===== config.mk =====
export PLATFORM = sky130hd
export DESIGN_NAME = bracket_balance_checker_top
export DESIGN_NICKNAME = d
export VERILOG_FILES = /design/src/hw/rtl/bbc_pkg.sv /design/src/hw/rtl/bbc_ram.sv /design/src/hw/rtl/bbc_front.sv /design/src/hw/rtl/bbc_queue.sv /design/src/hw/rtl/bbc_back.sv /design/src/hw/rtl/bracket_balance_checker_top.sv
export SDC_FILE = /design/constraint.sdc
export NUM_CORES = 1
export LEC_CHECK = 0
export BUFFER_PORTS_ARGS = -buffer_cell sky130_fd_sc_hd__buf_2
export CAP_MARGIN = 30
export CORE_MARGIN = 2
export CORE_UTILIZATION = 45
export CTS_BUF_LIST = sky130_fd_sc_hd__clkbuf_16
export DETAILED_ROUTE_END_ITERATION = 16
export GPL_TIMING_DRIVEN = 0
export PLACE_DENSITY = 0.74
export SYNTH_ARGS = -nofsm -noshare
export SYNTH_HDL_FRONTEND = slang
export SYNTH_SLANG_ARGS = --single-unit

===== constraint.sdc =====
create_clock -name clk -period 5.1 [get_ports clk]
set_clock_uncertainty 0.15 [all_clocks]
set_input_delay 0.51 -clock clk [delete_from_list [all_inputs] [get_ports clk]]
set_output_delay 0.51 -clock clk [all_outputs]
set_load 0.02 [all_outputs]

===== src/hw/rtl/bbc_pkg.sv =====
// ----------------------------------------------------------------------------
// Bracket balance checker package
// Shared types, byte codes and error codes of the bracket balance checker.
// ----------------------------------------------------------------------------
package bbc_pkg;

  typedef enum logic [1:0] {
    KIND_OTHER,
    KIND_OPEN,
    KIND_CLOSE,
    KIND_SEP
  } kind_t;

  // One classified text byte. The code is 1 for parentheses, 2 for braces
  // and 3 for brackets.
  typedef struct packed {
    kind_t       kind;
    logic [1:0]  code;
    logic        last;
  } op_t;

  localparam logic [7:0] CHAR_LPAREN   = 8'h28;
  localparam logic [7:0] CHAR_RPAREN   = 8'h29;
  localparam logic [7:0] CHAR_LBRACE   = 8'h7B;
  localparam logic [7:0] CHAR_RBRACE   = 8'h7D;
  localparam logic [7:0] CHAR_LBRACKET = 8'h5B;
  localparam logic [7:0] CHAR_RBRACKET = 8'h5D;
  localparam logic [7:0] SEP_RESET     = 8'h7C;

  localparam logic [1:0] CODE_NONE    = 2'd0;
  localparam logic [1:0] CODE_PAREN   = 2'd1;
  localparam logic [1:0] CODE_BRACE   = 2'd2;
  localparam logic [1:0] CODE_BRACKET = 2'd3;

  localparam logic [2:0] ERR_NONE     = 3'd0;
  localparam logic [2:0] ERR_UNCLOSED = 3'd4;
  localparam logic [2:0] ERR_OVERFLOW = 3'd5;

  localparam logic [15:0] LINE_FIRST = 16'd1;
  localparam logic [15:0] LINE_MAX   = 16'hFFFF;

  function automatic logic [7:0] opener_ascii(input logic [1:0] code);
    logic [7:0] res;
    case (code)
      CODE_PAREN:   res = CHAR_LPAREN;
      CODE_BRACE:   res = CHAR_LBRACE;
      CODE_BRACKET: res = CHAR_LBRACKET;
      default:      res = 8'd0;
    endcase
    return res;
  endfunction

endpackage


===== src/hw/rtl/bbc_ram.sv =====
// ----------------------------------------------------------------------------
// Generic RAM
// Single write port and one read port with registered read data.
// ----------------------------------------------------------------------------
module bbc_ram #(
  parameter int WIDTH = 2,
  parameter int DEPTH = 16
) (
  input  logic                                     clk,
  input  logic                                     we,
  input  logic [((DEPTH > 1) ? $clog2(DEPTH) : 1)-1:0] waddr,
  input  logic [WIDTH-1:0]                         wdata,
  input  logic [((DEPTH > 1) ? $clog2(DEPTH) : 1)-1:0] raddr,
  output logic [WIDTH-1:0]                         rdata
);

  logic [WIDTH-1:0] mem_r [DEPTH];
  logic [WIDTH-1:0] rdata_r;

  always_ff @(posedge clk) begin
    if (we) begin
      mem_r[waddr] <= wdata;
    end
    rdata_r <= mem_r[raddr];
  end

  assign rdata = rdata_r;

endmodule


===== src/hw/rtl/bbc_front.sv =====
// ----------------------------------------------------------------------------
// Bracket balance checker front end
// Classifies each incoming text word as opener, closer, line separator or
// other byte and hands it on toward the queue.
// ----------------------------------------------------------------------------
module bbc_front (
  input  logic          in_valid,
  output logic          in_ready,
  input  logic [7:0]    char_in,
  input  logic          end_of_text,
  input  logic [7:0]    line_sep,
  output logic          op_valid,
  input  logic          op_ready,
  output bbc_pkg::op_t  op
);

  always_comb begin
    op.last = end_of_text;
    op.code = bbc_pkg::CODE_NONE;
    op.kind = bbc_pkg::KIND_OTHER;
    unique case (char_in)
      bbc_pkg::CHAR_LPAREN: begin
        op.kind = bbc_pkg::KIND_OPEN;
        op.code = bbc_pkg::CODE_PAREN;
      end
      bbc_pkg::CHAR_LBRACE: begin
        op.kind = bbc_pkg::KIND_OPEN;
        op.code = bbc_pkg::CODE_BRACE;
      end
      bbc_pkg::CHAR_LBRACKET: begin
        op.kind = bbc_pkg::KIND_OPEN;
        op.code = bbc_pkg::CODE_BRACKET;
      end
      bbc_pkg::CHAR_RPAREN: begin
        op.kind = bbc_pkg::KIND_CLOSE;
        op.code = bbc_pkg::CODE_PAREN;
      end
      bbc_pkg::CHAR_RBRACE: begin
        op.kind = bbc_pkg::KIND_CLOSE;
        op.code = bbc_pkg::CODE_BRACE;
      end
      bbc_pkg::CHAR_RBRACKET: begin
        op.kind = bbc_pkg::KIND_CLOSE;
        op.code = bbc_pkg::CODE_BRACKET;
      end
      default: begin
        if (char_in == line_sep) begin
          op.kind = bbc_pkg::KIND_SEP;
        end
      end
    endcase
  end

  assign op_valid = in_valid;
  assign in_ready = op_ready;

endmodule


===== src/hw/rtl/bbc_queue.sv =====
// ----------------------------------------------------------------------------
// Bracket balance checker queue
// Two-entry queue of classified words between the front end and the stack
// engine.
// ----------------------------------------------------------------------------
module bbc_queue (
  input  logic          clk,
  input  logic          rst_n,
  input  logic          wr_valid,
  output logic          wr_ready,
  input  bbc_pkg::op_t  wr_op,
  output logic          rd_valid,
  input  logic          rd_ready,
  output bbc_pkg::op_t  rd_op
);

  localparam logic [1:0] QUEUE_FULL = 2'd2;

  bbc_pkg::op_t entry_r [2];
  logic         wr_ptr_r;
  logic         rd_ptr_r;
  logic [1:0]   count_r;
  logic [1:0]   count_nxt;
  logic         push;
  logic         pop;

  assign wr_ready = (count_r != QUEUE_FULL);
  assign rd_valid = (count_r != 2'd0);
  assign rd_op    = entry_r[rd_ptr_r];
  assign push     = wr_valid && wr_ready;
  assign pop      = rd_valid && rd_ready;

  always_comb begin
    count_nxt = count_r;
    if (push && !pop) begin
      count_nxt = count_r + 2'd1;
    end else if (pop && !push) begin
      count_nxt = count_r - 2'd1;
    end
  end

  always_ff @(posedge clk) begin
    if (!rst_n) begin
      wr_ptr_r <= 1'b0;
      rd_ptr_r <= 1'b0;
      count_r  <= 2'd0;
    end else begin
      if (push) begin
        wr_ptr_r <= !wr_ptr_r;
      end
      if (pop) begin
        rd_ptr_r <= !rd_ptr_r;
      end
      count_r <= count_nxt;
    end
  end

  always_ff @(posedge clk) begin
    if (push) begin
      entry_r[wr_ptr_r] <= wr_op;
    end
  end

endmodule


===== src/hw/rtl/bbc_back.sv =====
// ----------------------------------------------------------------------------
// Bracket balance checker stack engine
// Carries out pushes, pops and line counting on classified words and holds
// the result word in an output register.
// ----------------------------------------------------------------------------
module bbc_back #(
  parameter int STACK_DEPTH = 16
) (
  input  logic          clk,
  input  logic          rst_n,
  input  logic          op_valid,
  output logic          op_ready,
  input  bbc_pkg::op_t  op,
  output logic          out_valid,
  input  logic          out_ready,
  output logic          out_finished,
  output logic          out_balanced,
  output logic [2:0]    out_error_code,
  output logic [15:0]   out_line_number,
  output logic [7:0]    out_top_opener
);

  localparam int AW = (STACK_DEPTH > 1) ? $clog2(STACK_DEPTH) : 1;
  localparam int FW = $clog2(STACK_DEPTH + 1);
  localparam logic [FW-1:0] FILL_FULL = FW'(STACK_DEPTH);
  localparam logic [FW-1:0] FILL_ZERO = '0;

  logic [FW-1:0] fill_r;
  logic [FW-1:0] fill_nxt;
  logic [1:0]    top_r;
  logic [1:0]    top_nxt;
  logic [15:0]   line_r;
  logic [15:0]   line_nxt;
  logic [2:0]    err_r;
  logic [2:0]    err_nxt;

  logic [FW-1:0] fill_op;
  logic [1:0]    top_op;
  logic [15:0]   line_op;
  logic [2:0]    err_op;
  logic          had_err;
  logic          take;
  logic          push_en;
  logic          fin;
  logic [1:0]    below_top;
  logic [FW-1:0] raddr_full;

  logic          out_valid_r;
  logic          fin_r;
  logic          bal_r;
  logic [2:0]    code_r;
  logic [15:0]   line_out_r;
  logic [7:0]    top_out_r;

  assign op_ready = !out_valid_r || out_ready;
  assign take     = op_valid && op_ready;
  assign had_err  = (err_r != bbc_pkg::ERR_NONE);

  always_comb begin
    fill_op = fill_r;
    top_op  = top_r;
    line_op = line_r;
    err_op  = err_r;
    push_en = 1'b0;
    if (!had_err) begin
      unique case (op.kind)
        bbc_pkg::KIND_OPEN: begin
          if (fill_r == FILL_FULL) begin
            err_op = bbc_pkg::ERR_OVERFLOW;
          end else begin
            push_en = take;
            fill_op = fill_r + FW'(1);
            top_op  = op.code;
          end
        end
        bbc_pkg::KIND_CLOSE: begin
          if (fill_r == FILL_ZERO || top_r != op.code) begin
            err_op = {1'b0, op.code};
          end else begin
            fill_op = fill_r - FW'(1);
            top_op  = below_top;
          end
        end
        bbc_pkg::KIND_SEP: begin
          if (line_r != bbc_pkg::LINE_MAX) begin
            line_op = line_r + 16'd1;
          end
        end
        default: begin
        end
      endcase
      if (op.last && err_op == bbc_pkg::ERR_NONE && fill_op != FILL_ZERO) begin
        err_op = bbc_pkg::ERR_UNCLOSED;
      end
    end
    fin = op.last || (!had_err && err_op != bbc_pkg::ERR_NONE);
  end

  always_comb begin
    fill_nxt = fill_r;
    top_nxt  = top_r;
    line_nxt = line_r;
    err_nxt  = err_r;
    if (take) begin
      if (op.last) begin
        fill_nxt = FILL_ZERO;
        top_nxt  = bbc_pkg::CODE_NONE;
        line_nxt = bbc_pkg::LINE_FIRST;
        err_nxt  = bbc_pkg::ERR_NONE;
      end else begin
        fill_nxt = fill_op;
        top_nxt  = top_op;
        line_nxt = line_op;
        err_nxt  = err_op;
      end
    end
  end

  // The entry just below the top is fetched ahead, addressed from the next fill count.
  assign raddr_full = fill_nxt - FW'(2);

  bbc_ram #(
    .WIDTH (2),
    .DEPTH (STACK_DEPTH)
  ) u_stack (
    .clk   (clk),
    .we    (push_en),
    .waddr (fill_r[AW-1:0]),
    .wdata (op.code),
    .raddr (raddr_full[AW-1:0]),
    .rdata (below_top)
  );

  always_ff @(posedge clk) begin
    if (!rst_n) begin
      fill_r      <= FILL_ZERO;
      top_r       <= bbc_pkg::CODE_NONE;
      line_r      <= bbc_pkg::LINE_FIRST;
      err_r       <= bbc_pkg::ERR_NONE;
      out_valid_r <= 1'b0;
    end else begin
      fill_r <= fill_nxt;
      top_r  <= top_nxt;
      line_r <= line_nxt;
      err_r  <= err_nxt;
      if (take) begin
        out_valid_r <= 1'b1;
      end else if (out_ready) begin
        out_valid_r <= 1'b0;
      end
    end
  end

  always_ff @(posedge clk) begin
    if (take) begin
      fin_r      <= fin;
      bal_r      <= (err_op == bbc_pkg::ERR_NONE);
      code_r     <= err_op;
      line_out_r <= line_op;
      top_out_r  <= bbc_pkg::opener_ascii((fill_op == FILL_ZERO) ? bbc_pkg::CODE_NONE : top_op);
    end
  end

  assign out_valid       = out_valid_r;
  assign out_finished    = fin_r;
  assign out_balanced    = bal_r;
  assign out_error_code  = code_r;
  assign out_line_number = line_out_r;
  assign out_top_opener  = top_out_r;

endmodule


===== src/hw/rtl/bracket_balance_checker_top.sv =====
// ----------------------------------------------------------------------------
// Bracket balance checker
// Checks a byte stream for balanced brackets and reports one result word
// per input word with status, line number and the opener on the stack top.
// ----------------------------------------------------------------------------
// The block takes one text word per clock cycle while the output side is not
// stalled and returns one result word for each, held in a queue entry, then
// in the result register. The rate is set by the stack engine, which updates
// the stack top register, the fill count and the line counter once per cycle
// and uses one write and one registered read port of the stack memory. A
// two-entry queue separates the classifier from the stack engine; a new word
// enters the engine only while its result register is empty or being read.
// The stack, line count and error state clear after the end-of-text word.
module bracket_balance_checker_top #(
  parameter int STACK_DEPTH = 16
) (
  input  logic        clk,
  input  logic        rst_n,
  input  logic        cfg_wr_en,
  input  logic [7:0]  cfg_wr_data,
  input  logic        in_valid,
  output logic        in_ready,
  input  logic [7:0]  in_char_in,
  input  logic        in_end_of_text,
  output logic        out_valid,
  input  logic        out_ready,
  output logic        out_finished,
  output logic        out_balanced,
  output logic [2:0]  out_error_code,
  output logic [15:0] out_line_number,
  output logic [7:0]  out_top_opener
);

  logic [7:0]   line_sep_r;
  logic         front_valid;
  logic         front_ready;
  bbc_pkg::op_t front_op;
  logic         queue_valid;
  logic         queue_ready;
  bbc_pkg::op_t queue_op;

  always_ff @(posedge clk) begin
    if (!rst_n) begin
      line_sep_r <= bbc_pkg::SEP_RESET;
    end else if (cfg_wr_en) begin
      line_sep_r <= cfg_wr_data;
    end
  end

  bbc_front u_front (
    .in_valid    (in_valid),
    .in_ready    (in_ready),
    .char_in     (in_char_in),
    .end_of_text (in_end_of_text),
    .line_sep    (line_sep_r),
    .op_valid    (front_valid),
    .op_ready    (front_ready),
    .op          (front_op)
  );

  bbc_queue u_queue (
    .clk      (clk),
    .rst_n    (rst_n),
    .wr_valid (front_valid),
    .wr_ready (front_ready),
    .wr_op    (front_op),
    .rd_valid (queue_valid),
    .rd_ready (queue_ready),
    .rd_op    (queue_op)
  );

  bbc_back #(
    .STACK_DEPTH (STACK_DEPTH)
  ) u_back (
    .clk             (clk),
    .rst_n           (rst_n),
    .op_valid        (queue_valid),
    .op_ready        (queue_ready),
    .op              (queue_op),
    .out_valid       (out_valid),
    .out_ready       (out_ready),
    .out_finished    (out_finished),
    .out_balanced    (out_balanced),
    .out_error_code  (out_error_code),
    .out_line_number (out_line_number),
    .out_top_opener  (out_top_opener)
  );

endmodule

==> summary by stage <==
Cells and area
The layout-stage area growth over the synthesis result is 13.8%. The most common cell after layout, fill and taps aside is sky130_fd_sc_hd__edfxtp_1. Once layout is complete, the utilization of the core stands at 52.0%. The library cells used most frequently in the layout, excluding fill and tap cells, are sky130_fd_sc_hd__edfxtp_1 (66), sky130_fd_sc_hd__buf_2 (52), sky130_fd_sc_hd__nand2_1 (45), sky130_fd_sc_hd__dfxtp_1 (42), sky130_fd_sc_hd__nor2_1 (41). The count of placed standard cells in the final layout, fillers left out is 770. 0 antenna diodes ended up in the layout. The layout net count is 629. In the final layout, the share of cells above drive strength 1 is 16.6%.

Hold path
The endpoint of the worst hold-timing path is u_queue.entry_r[0][0]. The launch instance of the worst min-delay path is in_end_of_text. The path class of the tightest hold or removal check is in -> reg.

Counting instances, the worst hold path has a depth of 1.

Power
The leakage dissipation is 0.00248 uW. The clock group share of total power is 23.0%. The switching portion of total power is 36.5%. The share of total power dissipated in combinational logic is 38.5%. IR analysis of the VDD net gives a maximum drop of 0.225 mV. Cell internal power was estimated by the tool at 1920 uW. The power density over the cells is 462 nW/um2.

The sequential share of power is 38.5%. In this run the power spent charging and discharging nets is 1100 uW.

Worst setup path
Data on the critical path is required at its endpoint by 5.15 ns. The number of cells on the worst reg-to-reg path is 13. The largest fanout on the critical path is 8. The worst setup path is captured at a flip-flop. The reg-to-reg critical path endpoint is u_back.u_stack.rdata[0]. The register-to-register path setup slack is 0.72 ns. In this run the critical register-to-register path is launched from u_back.fill_r[1].

The startpoint type of the worst setup path is a flip-flop. The critical path is of the reg -> reg type. The data arrival time at the worst-slack endpoint is 4.44 ns.

Global routing
The largest net degree at the start of global routing is 29. The via count of the first global-routing pass is 4033. After global routing the overflow that remains totals 0. The initial antenna violation count is 0. The first global-routing pass estimated 19900 um of wire. For this run, the total global-route usage over all layers was measured as 19.1%.

Die
The initial core utilization is 45.7%. The die covers 13700 um2. Row generation in the floorplan step produced 41 rows.

The die outline height is 117 um. The die is 117 um wide. 53 I/O pins were placed. The area of the core is 12600 um2.

Placement
OpenSTA, run right after detailed placement, puts the worst setup slack at 0.764 ns. The HPWL after detailed placement is 9170 um. The count of input and output buffers is 49.

The final weighted congestion of routability-driven global placement is 0.942. The count of placed standard cells including taps is 754.

CTS
The number of clock sinks seen by CTS is 108. After clock tree synthesis, the flow added hold-fix buffers numbering 0. The total clock buffers created by CTS is 9. The post-CTS setup buffer count is 0. The post-cts resize count is 0. The H-tree generated during clock tree synthesis spans 3 levels.

The maximum buffer depth of the clock tree is 2. TritonCTS built the clock tree. The clock-pin slew on the worst setup and hold paths is 0.07 ns. The clock reaches the later pin of the worst-skew pair after 0.35 ns. In this run the clock root is driven by a sky130_fd_sc_hd__clkbuf_16.

STA
The slack of the critical path is 0.717 ns. The number of slew-limit violations in the final report was 0. The number of setup violations in the final report is 0.

Setup repair after global routing left no endpoint under its margin. The total negative setup slack is 0 ns. The worst pin sits at a relative slew slack of 39.4%. The routed design could run at a clock period as short as 4.38 ns. Of the available clock period, the critical path in the final layout requires 85.9%. The transition at the pin with the smallest max-transition slack is 0.883 ns. Based on the critical path, the design can be clocked at up to 228 MHz. The number of hold violations in the final report is 0.

Synthesis
The number of distinct library cells after synthesis is 69. The synthesized design contains 66 enable-type register cells. The most used flip-flop cell after synthesis is sky130_fd_sc_hd__edfxtp_1.

During synthesis, Yosys emitted a total of 0 warnings. For this run, asynchronously set or reset flops after synthesis account for 0%. Synthesis produced a netlist whose cell count is 531. Of the post-synthesis cell area, the dominant cell type holds 34.5%. After synthesis, flip-flops and latches occupy 49.1% of the total area. Yosys attributes the largest share of cell area to sky130_fd_sc_hd__edfxtp_1 (34%), sky130_fd_sc_hd__dfxtp_1 (15%), sky130_fd_sc_hd__mux4_1 (3.7%). The count of state elements after synthesis is 108. The mean post-synth cell area is 10.8 um2.

The mapped cell area is 5750 um2. Of all cell types, the one taking the most synthesized area is sky130_fd_sc_hd__edfxtp_1.

Route
In the final routed layout, each cell accounts on average for 16.2 um. In the routed design, unresolved DRC markers number 0. The number of design-rule violations left by the first detailed-router iteration is 418. The number of vias after detailed routing is 4341. The post-detailed-route via-to-cell ratio is 5.64.

The count of nets left with antenna violations once routing finished came out at 0. For this run, the detailed router's first-pass iteration total came to 4. The wire length reported by the detailed router is 12500 um.

Job
Across the run, the number of max-cap violations was 0.

Status
The run finished with clean final reports.
[metrics by stage]
step                      power [uW]  area (um2)  hold WS [ns]
after floorplan                 1990        5750         0.312
after global placement          2280        6210         0.332
after detailed placement        2340        6240         0.342
after CTS                       3040        6540         0.198
after global routing            3180        6540         0.196
final                           3020        6540         0.212
[critical path: stages, from the launching register on]
cell	delay, ns
sky130_fd_sc_hd__dfxtp_1	0.35
sky130_fd_sc_hd__clkbuf_1	0.22
sky130_fd_sc_hd__inv_1	0.25
sky130_fd_sc_hd__ha_1	0.33
sky130_fd_sc_hd__nor4b_2	0.64
sky130_fd_sc_hd__nor4_1	0.19
sky130_fd_sc_hd__a21oi_1	0.19
sky130_fd_sc_hd__nor2_1	0.06
sky130_fd_sc_hd__a221oi_1	0.55
sky130_fd_sc_hd__ha_1	0.35
sky130_fd_sc_hd__a31oi_1	0.14
sky130_fd_sc_hd__a211oi_4	0.39
sky130_fd_sc_hd__mux2i_1	0.32
sky130_fd_sc_hd__mux2i_1	0.11
[final cells by class]
type / instances / area, um2
Tap cell: 172 / 215
Timing Repair Buffer: 50 / 273
Buffer: 31 / 199
Sequential cell: 108 / 2820
Multi-Input combinational cell: 375 / 2660
Inverter: 18 / 67.6
Fill cell: 1127 / 6030
Clock buffer: 9 / 225
Clock inverter: 7 / 73.8
[per-layer routing]
metal | up-vias | share of wire (%) | GRT usage [%]
li1 | 2077 | - | -
met1 | 2060 | 44 | 25.9
met2 | 185 | 45 | 29.9
met3 | 19 | 7.9 | 5.20
met4 | 0 | 2.1 | 5.80
met5 | - | 0 | 0
[synthesized netlist by cell type, types with 3 or more instances]
| master | number |
|---|---|
| sky130_fd_sc_hd__o31ai_1 | 5 |
| sky130_fd_sc_hd__inv_1 | 16 |
| sky130_fd_sc_hd__nand4_1 | 8 |
| sky130_fd_sc_hd__a31oi_1 | 4 |
| sky130_fd_sc_hd__nor3_1 | 13 |
| sky130_fd_sc_hd__nor2b_1 | 20 |
| sky130_fd_sc_hd__mux2i_1 | 19 |
| sky130_fd_sc_hd__a22oi_1 | 14 |
| sky130_fd_sc_hd__clkbuf_1 | 15 |
| sky130_fd_sc_hd__dfxtp_1 | 42 |
| sky130_fd_sc_hd__or4_1 | 3 |
| sky130_fd_sc_hd__xor2_1 | 15 |
| sky130_fd_sc_hd__nand3_1 | 16 |
| sky130_fd_sc_hd__o21a_1 | 4 |
| sky130_fd_sc_hd__xnor2_1 | 12 |
| sky130_fd_sc_hd__buf_4 | 6 |
| sky130_fd_sc_hd__nor4_1 | 7 |
| sky130_fd_sc_hd__and3_1 | 5 |
| sky130_fd_sc_hd__o21ai_0 | 29 |
| sky130_fd_sc_hd__or3_1 | 6 |
| sky130_fd_sc_hd__nand2b_1 | 4 |
| sky130_fd_sc_hd__nor2_1 | 41 |
| sky130_fd_sc_hd__buf_6 | 4 |
| sky130_fd_sc_hd__xnor2_2 | 3 |
| sky130_fd_sc_hd__a221oi_1 | 4 |
| sky130_fd_sc_hd__mux4_1 | 8 |
| sky130_fd_sc_hd__nand2_1 | 45 |
| sky130_fd_sc_hd__a21boi_0 | 4 |
| sky130_fd_sc_hd__buf_2 | 3 |
| sky130_fd_sc_hd__a21oi_1 | 16 |
| sky130_fd_sc_hd__edfxtp_1 | 66 |
| sky130_fd_sc_hd__and2_1 | 11 |
| sky130_fd_sc_hd__ha_1 | 14 |
[worst max path at each step]
stage | slack, ns | start | cells after the start | to
2_1_floorplan | 1.35 | flip-flop | 13 | u_back.u_stack.rdata[0]
3_3_place_gp | 0.81 | u_back.fill_r[1] | 13 | u_back.u_stack.rdata[0]
3_5_place_dp | 0.76 | u_back.fill_r[1] | 13 | u_back.u_stack.rdata[0]
4_1_cts | 0.76 | u_back.fill_r[1] | 13 | u_back.u_stack.rdata[0]
5_1_grt | 0.35 | u_back.fill_r[1] | 13 | u_back.u_stack.rdata[0]
6_report | 0.72 | u_back.fill_r[1] | 13 | u_back.u_stack.rdata[0]
[flip-flops by register name, summed over array words and instances (netlist names), 2 cells and up, named ones only]
register                count
u_back.err_r                3
u_queue.count_r             2
u_queue.entry_r            10
u_back.out_error_code       3
u_back.u_stack.rdata        2
u_back.fill_r               5
line_sep_r                  8
u_back.line_r              16
u_back.u_stack.mem_r       32
u_back.out_line_number     16
u_back.top_r                2
u_back.out_top_opener       3
[cell families after synthesis]
| group | after synthesis | synth area share, % |
|---|---|---|
| mux | 32 | 8.40 |
| fa+ha+maj | 14 | 3.05 |
| other cells | 1 | 0.0652 |
| simple gates | 195 | 17.9 |
| compound gates | 102 | 11.9 |
| buf+inv | 49 | 4.64 |
| flops | 108 | 49.1 |
| xor+xnor | 30 | 4.96 |
[power groups by stage]
stage	Sequential, uW	Clock (uW)	Combinational (uW)
6_report	1160	694	1160
3_3_place_gp	1180	0	1100
3_5_place_dp	1180	0	1160
5_1_grt	1180	748	1260
2_1_floorplan	1280	0	713
4_1_cts	1160	713	1160
Power figures use the tool's default switching activity.
